===== config.mk =====
export PLATFORM = sky130hd
export DESIGN_NAME = refcounted_palette_allocator_core
export DESIGN_NICKNAME = d
export VERILOG_FILES = /design/src/hw/rtl/rpa_pkg.sv /design/src/hw/rtl/refcounted_palette_allocator_core.sv /design/src/hw/rtl/rpa_table.sv
export SDC_FILE = /design/constraint.sdc
export NUM_CORES = 1
export LEC_CHECK = 0
export CAP_MARGIN = 10
export CORE_ASPECT_RATIO = 1.2
export CORE_MARGIN = 4
export CORE_UTILIZATION = 30
export CTS_CLUSTER_SIZE = 40
export DETAILED_ROUTE_END_ITERATION = 6
export DONT_BUFFER_PORTS = 1
export HOLD_SLACK_MARGIN = 0.15
export RECOVER_POWER = 100
export SKIP_CTS_REPAIR_TIMING = 1
export SLEW_MARGIN = 25
export SYNTH_ARGS = -nofsm -noshare
export SYNTH_HDL_FRONTEND = slang
export SYNTH_SLANG_ARGS = --single-unit

===== constraint.sdc =====
create_clock -name i_clk -period 5.96 [get_ports i_clk]
set_input_delay 0.298 -clock i_clk [delete_from_list [all_inputs] [get_ports i_clk]]
set_output_delay 0.298 -clock i_clk [all_outputs]
set_load 0.02 [all_outputs]

===== src/hw/rtl/rpa_pkg.sv =====
// ----------------------------------------------------------------------------
// rpa_pkg
// Shared types and codes of the reference-counted palette allocator: the
// table entry layout, the operation codes and the result status codes.
// ----------------------------------------------------------------------------
package rpa_pkg;

    // Operation codes carried by the func field
    localparam logic [1:0] FN_ALLOC      = 2'd0;
    localparam logic [1:0] FN_FREE_COLOR = 2'd1;
    localparam logic [1:0] FN_FREE_SLOT  = 2'd2;
    localparam logic [1:0] FN_CLEAR      = 2'd3;

    // Result status codes
    localparam logic [1:0] ST_OK       = 2'd0;
    localparam logic [1:0] ST_FULL     = 2'd1;
    localparam logic [1:0] ST_NO_MATCH = 2'd2;

    localparam int unsigned COLOR_W = 16;
    localparam int unsigned COUNT_W = 16;
    localparam logic [COUNT_W-1:0] COUNT_MAX = '1;

    // One table entry: colour word and use count
    typedef struct packed {
        logic [COLOR_W-1:0] color;
        logic [COUNT_W-1:0] count;
    } t_entry;

endpackage


===== src/hw/rtl/refcounted_palette_allocator_core.sv =====
// Sequence: allocate and free by colour scan the table one entry a cycle;
//   free by slot reads one entry; clear all and an out-of-table free by slot
//   go straight to the result stage.
// Throughput: one operation at a time, bounded by the single table read port.
// Reset: synchronous, active low; table reads empty, error slot returns to 185.
// ----------------------------------------------------------------------------
// refcounted_palette_allocator_core
// Reference-counted palette allocator: allocate, free by colour, free by slot
// and clear all on a table of colour entries with saturating use counts.
// ----------------------------------------------------------------------------
module refcounted_palette_allocator_core #(
    parameter int ENTRIES   = 32,
    parameter int BASE_SLOT = 224
) (
    input  logic        i_clk,
    input  logic        i_rst_n,
    // configuration
    input  logic        i_cfg_we,
    input  logic [7:0]  i_cfg_wdata,
    // request channel
    input  logic        i_in_valid,
    output logic        o_in_ready,
    input  logic [1:0]  i_func,
    input  logic [15:0] i_color,
    input  logic [7:0]  i_palette_slot,
    // result channel
    output logic        o_out_valid,
    input  logic        i_out_ready,
    output logic [7:0]  o_result_slot,
    output logic [1:0]  o_status,
    output logic [15:0] o_count_after,
    output logic        o_entry_released
);

    localparam int IW = (ENTRIES > 1) ? $clog2(ENTRIES) : 1;
    localparam int CW = $clog2(ENTRIES + 1);
    localparam logic [7:0] BASE = 8'(BASE_SLOT);

    localparam logic [1:0] S_IDLE = 2'd0;
    localparam logic [1:0] S_SCAN = 2'd1;
    localparam logic [1:0] S_RESP = 2'd2;

    // Control and request registers
    logic [1:0]    r_state, n_state;
    logic [1:0]    r_op, n_op;
    logic [15:0]   r_color, n_color;
    logic [7:0]    r_pslot, n_pslot;
    logic [CW-1:0] r_iss, n_iss;
    logic [CW-1:0] r_end, n_end;
    logic          r_rd_vld, n_rd_vld;
    logic [IW-1:0] r_rd_idx, n_rd_idx;
    logic          r_have_free, n_have_free;
    logic [IW-1:0] r_free_idx, n_free_idx;
    logic [7:0]    r_error_slot;

    // Pending result
    logic [7:0]    r_res_slot, n_res_slot;
    logic [1:0]    r_res_status, n_res_status;
    logic [15:0]   r_res_count, n_res_count;
    logic          r_res_rel, n_res_rel;

    // Output register
    logic          r_out_valid, n_out_valid;
    logic [7:0]    r_out_slot, n_out_slot;
    logic [1:0]    r_out_status, n_out_status;
    logic [15:0]   r_out_count, n_out_count;
    logic          r_out_rel, n_out_rel;

    // Table port signals
    logic            tbl_clear;
    logic            tbl_rd_en;
    logic [IW-1:0]   tbl_rd_addr;
    rpa_pkg::t_entry tbl_rd_entry;
    logic            tbl_wr_en;
    logic [IW-1:0]   tbl_wr_addr;
    rpa_pkg::t_entry tbl_wr_entry;

    logic          in_beat;
    logic [7:0]    slot_off;
    logic          slot_in_table;
    logic          d_used;
    logic          d_match;
    logic          d_last;
    logic [15:0]   dec_count;
    logic [15:0]   inc_count;

    rpa_table #(
        .ENTRIES (ENTRIES)
    ) u_table (
        .i_clk      (i_clk),
        .i_rst_n    (i_rst_n),
        .i_clear    (tbl_clear),
        .i_rd_en    (tbl_rd_en),
        .i_rd_addr  (tbl_rd_addr),
        .o_rd_entry (tbl_rd_entry),
        .i_wr_en    (tbl_wr_en),
        .i_wr_addr  (tbl_wr_addr),
        .i_wr_entry (tbl_wr_entry)
    );

    assign o_in_ready = (r_state == S_IDLE);
    assign in_beat    = i_in_valid && o_in_ready;

    // Decode the slot of a free-by-slot request
    assign slot_off      = i_palette_slot - BASE;
    assign slot_in_table = ({1'b0, slot_off} < 9'(ENTRIES));

    // Classify the entry returned by the table
    assign d_used    = (tbl_rd_entry.count != '0);
    assign d_match   = d_used && (tbl_rd_entry.color == r_color);
    assign d_last    = ((CW'(r_rd_idx) + CW'(1)) == r_end);
    assign dec_count = tbl_rd_entry.count - 16'd1;
    assign inc_count = (tbl_rd_entry.count == rpa_pkg::COUNT_MAX) ?
                       tbl_rd_entry.count : tbl_rd_entry.count + 16'd1;

    // Sequencer: accept, scan the table, hand the result to the output stage
    always_comb begin
        n_state      = r_state;
        n_op         = r_op;
        n_color      = r_color;
        n_pslot      = r_pslot;
        n_iss        = r_iss;
        n_end        = r_end;
        n_rd_vld     = 1'b0;
        n_rd_idx     = r_rd_idx;
        n_have_free  = r_have_free;
        n_free_idx   = r_free_idx;
        n_res_slot   = r_res_slot;
        n_res_status = r_res_status;
        n_res_count  = r_res_count;
        n_res_rel    = r_res_rel;
        n_out_valid  = r_out_valid && !i_out_ready;
        n_out_slot   = r_out_slot;
        n_out_status = r_out_status;
        n_out_count  = r_out_count;
        n_out_rel    = r_out_rel;
        tbl_clear    = 1'b0;
        tbl_rd_en    = 1'b0;
        tbl_rd_addr  = r_iss[IW-1:0];
        tbl_wr_en    = 1'b0;
        tbl_wr_addr  = r_rd_idx;
        tbl_wr_entry = '0;

        unique case (r_state)
            S_IDLE: begin
                if (in_beat) begin
                    n_op        = i_func;
                    n_color     = i_color;
                    n_pslot     = i_palette_slot;
                    n_have_free = 1'b0;
                    n_res_slot   = 8'd0;
                    n_res_status = rpa_pkg::ST_OK;
                    n_res_count  = 16'd0;
                    n_res_rel    = 1'b0;
                    case (i_func) inside
                        rpa_pkg::FN_ALLOC, rpa_pkg::FN_FREE_COLOR: begin
                            n_iss   = '0;
                            n_end   = CW'(ENTRIES);
                            n_state = S_SCAN;
                        end
                        rpa_pkg::FN_FREE_SLOT: begin
                            if (slot_in_table) begin
                                n_iss   = CW'(slot_off[IW-1:0]);
                                n_end   = CW'(slot_off[IW-1:0]) + CW'(1);
                                n_state = S_SCAN;
                            end else begin
                                n_res_slot   = i_palette_slot;
                                n_res_status = rpa_pkg::ST_NO_MATCH;
                                n_state      = S_RESP;
                            end
                        end
                        default: begin
                            tbl_clear = 1'b1;
                            n_state   = S_RESP;
                        end
                    endcase
                end
            end

            S_SCAN: begin
                // Issue the next read while entries remain
                if (r_iss != r_end) begin
                    tbl_rd_en = 1'b1;
                    n_iss     = r_iss + CW'(1);
                    n_rd_vld  = 1'b1;
                    n_rd_idx  = r_iss[IW-1:0];
                end
                // Evaluate the entry read last cycle
                if (r_rd_vld) begin
                    if (r_op == rpa_pkg::FN_ALLOC) begin
                        if (d_match) begin
                            tbl_wr_en          = 1'b1;
                            tbl_wr_entry.color = tbl_rd_entry.color;
                            tbl_wr_entry.count = inc_count;
                            n_res_slot  = BASE + 8'(r_rd_idx);
                            n_res_count = inc_count;
                            n_state     = S_RESP;
                        end else begin
                            if (!d_used && !r_have_free) begin
                                n_have_free = 1'b1;
                                n_free_idx  = r_rd_idx;
                            end
                            if (d_last) begin
                                n_state = S_RESP;
                                if (r_have_free || !d_used) begin
                                    tbl_wr_en          = 1'b1;
                                    tbl_wr_addr        = r_have_free ? r_free_idx : r_rd_idx;
                                    tbl_wr_entry.color = r_color;
                                    tbl_wr_entry.count = 16'd1;
                                    n_res_slot  = BASE + 8'(tbl_wr_addr);
                                    n_res_count = 16'd1;
                                end else begin
                                    n_res_slot   = r_error_slot;
                                    n_res_status = rpa_pkg::ST_FULL;
                                end
                            end
                        end
                    end else begin
                        // Free by colour or by slot: drop one user on a hit
                        if ((r_op == rpa_pkg::FN_FREE_COLOR) ? d_match : d_used) begin
                            tbl_wr_en          = 1'b1;
                            tbl_wr_entry.count = dec_count;
                            tbl_wr_entry.color = (dec_count == 16'd0) ?
                                                 16'd0 : tbl_rd_entry.color;
                            n_res_slot  = BASE + 8'(r_rd_idx);
                            n_res_count = dec_count;
                            n_res_rel   = (dec_count == 16'd0);
                            n_state     = S_RESP;
                        end else if (d_last) begin
                            n_res_slot   = (r_op == rpa_pkg::FN_FREE_SLOT) ? r_pslot : 8'd0;
                            n_res_status = rpa_pkg::ST_NO_MATCH;
                            n_state      = S_RESP;
                        end
                    end
                end
            end

            S_RESP: begin
                // Hold until the output register is free
                if (!r_out_valid || i_out_ready) begin
                    n_out_valid  = 1'b1;
                    n_out_slot   = r_res_slot;
                    n_out_status = r_res_status;
                    n_out_count  = r_res_count;
                    n_out_rel    = r_res_rel;
                    n_state      = S_IDLE;
                end
            end

            default: begin
                n_state = S_IDLE;
            end
        endcase
    end

    // Control state
    always_ff @(posedge i_clk) begin
        if (!i_rst_n) begin
            r_state      <= S_IDLE;
            r_rd_vld     <= 1'b0;
            r_out_valid  <= 1'b0;
            r_error_slot <= 8'd185;
        end else begin
            r_state     <= n_state;
            r_rd_vld    <= n_rd_vld;
            r_out_valid <= n_out_valid;
            if (i_cfg_we) begin
                r_error_slot <= i_cfg_wdata;
            end
        end
    end

    // Payload and scan bookkeeping
    always_ff @(posedge i_clk) begin
        r_op         <= n_op;
        r_color      <= n_color;
        r_pslot      <= n_pslot;
        r_iss        <= n_iss;
        r_end        <= n_end;
        r_rd_idx     <= n_rd_idx;
        r_have_free  <= n_have_free;
        r_free_idx   <= n_free_idx;
        r_res_slot   <= n_res_slot;
        r_res_status <= n_res_status;
        r_res_count  <= n_res_count;
        r_res_rel    <= n_res_rel;
        r_out_slot   <= n_out_slot;
        r_out_status <= n_out_status;
        r_out_count  <= n_out_count;
        r_out_rel    <= n_out_rel;
    end

    assign o_out_valid      = r_out_valid;
    assign o_result_slot    = r_out_slot;
    assign o_status         = r_out_status;
    assign o_count_after    = r_out_count;
    assign o_entry_released = r_out_rel;

endmodule


===== src/hw/rtl/rpa_table.sv =====
// ----------------------------------------------------------------------------
// rpa_table
// Entry store of the allocator: a synchronous single-port-read, single-port-
// write memory of entries with one valid flop per entry. An entry not
// written since reset or the last clear reads back as all zero.
// ----------------------------------------------------------------------------
module rpa_table #(
    parameter int ENTRIES = 32
) (
    input  logic                           i_clk,
    input  logic                           i_rst_n,
    input  logic                           i_clear,
    input  logic                           i_rd_en,
    input  logic [((ENTRIES > 1) ? $clog2(ENTRIES) : 1)-1:0] i_rd_addr,
    output rpa_pkg::t_entry                o_rd_entry,
    input  logic                           i_wr_en,
    input  logic [((ENTRIES > 1) ? $clog2(ENTRIES) : 1)-1:0] i_wr_addr,
    input  rpa_pkg::t_entry                i_wr_entry
);

    rpa_pkg::t_entry mem [ENTRIES];
    rpa_pkg::t_entry r_rd_data;
    logic            r_rd_ok;
    logic [ENTRIES-1:0] r_valid;

    // Memory array: write and registered read
    always_ff @(posedge i_clk) begin
        if (i_wr_en) begin
            mem[i_wr_addr] <= i_wr_entry;
        end
        if (i_rd_en) begin
            r_rd_data <= mem[i_rd_addr];
        end
    end

    // Valid flags: set on write, drop all on clear
    always_ff @(posedge i_clk) begin
        if (!i_rst_n) begin
            r_valid <= '0;
            r_rd_ok <= 1'b0;
        end else begin
            if (i_clear) begin
                r_valid <= '0;
            end else if (i_wr_en) begin
                r_valid[i_wr_addr] <= 1'b1;
            end
            if (i_rd_en) begin
                r_rd_ok <= r_valid[i_rd_addr];
            end
        end
    end

    // Mask entries never written since the last clear
    assign o_rd_entry = r_rd_ok ? r_rd_data : '0;

endmodule


==> results.md <==
- The flow ran to the end, but the final reports show violations.
- The worst-case clock skew is 55.1 ps.
- Yosys mapped a number of flops with a built-in enable equal to 1159.
- The initial antenna violation count was 4.
- When the netlist entered floorplanning its net count stood at 2421.
- At the later pin of the worst-skew pair, clock insertion delay measures 750 ps.
- The post-placement setup slack is 979 ps.
- The max-slew violation count is 254.
- The checks that failed: capacitance limit, slew limit.
- For this run, the slowest stage of the critical path takes 1050 ps.
- In the post-route analysis, the smallest setup slack over all paths is 617 ps.
- Counting the buffers created by CTS gives 117.
- The tool flagged a number of max-cap violations equal to 7.
- The vias after detailed routing is 24.0k.
- The count of clock tree sinks is 1204.
- In this run the tightest slew margin relative to its limit is -130%.
- After detailed routing, the number of vias per cell comes to 5.11.
- A synthesized cell averages 20.3 sq um.
- The area occupied by registers is 35700 sq um.
- For this design, the slowest cell found on the critical path is nor2_1.
- From left edge to right edge, the die measures 374 um.
- The count of final hold-check violations came to 0.
- The number of global-route vias before repair is 23.7k.
- The final routed DRC violation total is 0.
- The cell occurring most often along the worst timing path is nand2_1.
- Setup violations remaining at the end of the flow were counted as 0.
- Synthesis produced a netlist whose cell count is 2375.
- The total buffers and inverters traversed by the critical path is 2.
- The final hold slack is 136 ps.
- Detailed placement finished with a half-perimeter wire length of 75.3 mm.
- Across every metal layer, demand over resource in global routing totals 14.3%.
- Entering global routing, the biggest net connects 116 pins.
- For this design the static power due to leakage is 0.0141 uW.
- Yosys printed 0 warnings.
- After routing, the total negative slack on setup checks comes to 0 ps.
- The count of nets left with antenna violations once routing finished came out at 0.
- For the pin with the worst max-slew slack, the measured transition is 3460 ps.
- The height of the die is 447 um.
- The cell count after placement is 4426.
- Walking the worst path, the cells encountered are nand2_1, ha_1, a41oi_1, and2_0, nor2_1, clkbuf_1, nand2_1, a21oi_1, clkbuf_2.
- The mean routed wirelength per cell is 26.0 um.
- Along the worst path, the maximum fanout reaches 44.
- The H-tree was split into 3 levels.
- The startpoint type of the worst setup path is a register.
- Setup repair after global routing left no endpoint under its margin.
- STA classifies the critical path endpoint as a register.
- The cell chosen for the clock root is clkbuf_16.
- The final layout net count is 2531.
- Routability-driven placement finished with a final weighted congestion of 0.831.
- The kind of cell adding the most delay to the critical path is simple AND/OR/NAND/NOR gates.
- The fraction of layout cells with a size suffix above 1 is 25.9%.
- In this run the cell area of the synthesized design comes to 48200 sq um.
- The die outline area is 167000 sq um.
- The library cell used most frequently in the layout, excluding fill and tap cells, is edfxtp_1.
- The synthesized design contains 1204 register bits.
- The share of the Yosys chip area taken by registers is 74.1%.
- The post-route minimum period is 5340 ps.
- Derived from the worst setup path, the maximum achievable clock frequency is 187 MHz.
- The post-layout instance count excluding filler cells is 4696.
- During I/O placement, the number of pins put on the boundary was 68.
- The number of DRC markers after the initial detailed-route iteration is 2596.
- The first TritonRoute pass finished after 6 iterations.
- The overflow left after global routing is 0.
- The layout filler cell count is 14.7k.
- The worst hold path belongs to the class in -> reg.
- The flip-flop cell with the highest count after synthesis is edfxtp_1.
- The multi-input combinational cell area is 12100 sq um.
- After clock tree synthesis, the clock-pin slew on the worst setup and hold paths is 60 ps.
- The wire length of the first global-routing pass is 175 mm.
- The floorplan has 160 rows.
- Compared with the post-synthesis result, the final layout area differs by 15.3%.
- For the worst setup path, the data arrival time is 5770 ps.
- For the worst setup path, the data required time is 6390 ps.
- The post-route clock period utilization is 89.6%.
- The area of the core is 159000 sq um.
- The total detailed-routing wirelength is 122 mm.
- The critical path class is reg -> reg.
- Leaving out fill and tap cells, the most frequent cells in the layout are edfxtp_1 (1159), mux4_2 (330), clkbuf_16 (117), nand2_1 (112), nand3_1 (56).
- Dividing total power by cell area gives a power density of 318 nW/um^2.
- The number of port buffers is 0.
- The TritonCTS clock tree is built.
- The number of buffers on the longest clock path is 3.
- The initial utilization of the core area, before any placement, comes to 30.3%.
- In this run, distinct cell masters in the synthesized netlist total 81.
- The maximum vdd drop is 248 uV.
- The post-synthesis async set-or-reset flop share is 0%.
-- per-stage QoR --
| step | power (uW) | util, % | area, sq um |
|---|---|---|---|
| floorplan | 10100 | - | 48200 |
| global placement | 10400 | 32.2 | 51300 |
| detailed placement | 10400 | 32.3 | 51400 |
| CTS | 17800 | 34.8 | 55300 |
| global route | 18200 | 34.9 | 55600 |
| finish | 17700 | 34.9 | 55600 |
-- tightest hold or removal path, delay by kind of cell --
kind            cells  cell delay [ps]
simple gates        1               50
compound gates      2              470
-- layout make-up --
| cell class | count | share of cell area [%] |
|---|---|---|
| Antenna cell | 2 | 0.00901 |
| Clock buffer | 137 | 5.40 |
| Clock inverter | 85 | 1.62 |
| Inverter | 11 | 0.0743 |
| Multi-Input combinational cell | 1016 | 21.8 |
| Sequential cell | 1204 | 64.3 |
| Tap cell | 2106 | 4.74 |
| Timing Repair Buffer | 135 | 2.13 |
-- where the power goes --
part / switching (uW) / total (uW) / internal, uW
clock: 3250 / 7450 / 4200
sequential: 96.0 / 9330 / 9230
combinational: 524 / 877 / 354
-- cell families after synthesis --
family                     count (synthesis)  synth area share (%)
buffers and inverters                    155                  1.43
adders and majority gates                  7                 0.182
xor gates and xnor gates                  39                 0.709
and+or+nand+nor                          382                  4.00
AOI/OAI and AO/OA                        204                  2.95
DFF                                     1204                  74.1
muxes                                    384                  16.6
-- cell usage after synthesis (5+ instances only) --
library cell     n  area, sq um
a21o_1           5         37.5
a21oi_1         40          200
a21oi_2         10         87.6
a22oi_1          6         45.0
a31oi_1          8         50.1
a32oi_1          8         70.1
and2_1          13         81.3
and3_1           7         43.8
buf_1           30          113
buf_2           18         90.1
buf_6            9          101
clkbuf_1        83          312
dfxtp_1         45          901
edfxtp_1      1159        34800
ha_1             7         87.6
inv_1           10         37.5
mux2_2          35          394
mux2i_1         19          190
mux4_2         330         7430
nand2_1        112          420
nand2b_1        10         62.6
nand3_1         56          280
nand4_1          9         56.3
nand4b_1         8         70.1
nor2_1          86          323
nor2b_1         11         68.8
nor3_1          21          105
nor3b_1          6         45.0
nor4_1           9         56.3
o21a_1          10         75.1
o21ai_0         45          225
o21ai_1         15         75.1
o22ai_1         13         81.3
o31ai_1          5         37.5
or3_1            9         56.3
xnor2_1         20          175
xor2_1          19          166
-- sequential cells by signal, summed over array words and instances, names as in the netlist, 2 cells and up --
signal             count
r_error_slot           8
r_res_status           2
r_res_slot             8
u_table.mem         1024
r_res_count           16
r_pslot                8
o_result_slot          8
r_color               16
r_state                2
r_op                   2
o_status               2
u_table.r_valid       32
r_end                  6
r_rd_idx               5
r_free_idx             5
r_iss                  6
o_count_after         16
u_table.r_rd_data     32
-- per-layer routing --
| layer | vias up | routed length (um) | global-route usage, % |
|---|---|---|---|
| li1 | 10081 | - | - |
| met1 | 12845 | 49200 | 18.7 |
| met2 | 887 | 61600 | 24.3 |
| met3 | 162 | 7810 | 2.58 |
| met4 | 4 | 3420 | 4.23 |
| met5 | - | 21 | 0 |
-- worst paths after layout --
path / start / to / slack, ps / depth (start not counted)
max reg2reg: u_table.r_rd_ok / u_table.mem[30][27] / 620 / 9
max: u_table.r_rd_ok / u_table.mem[30][27] / 620 / 9
min: i_func[1] / r_state[0] / 140 / 3
min reg2reg: r_res_count[9] / o_count_after[9] / 420 / 0
Note: power is estimated with default switching activity, not from simulation.
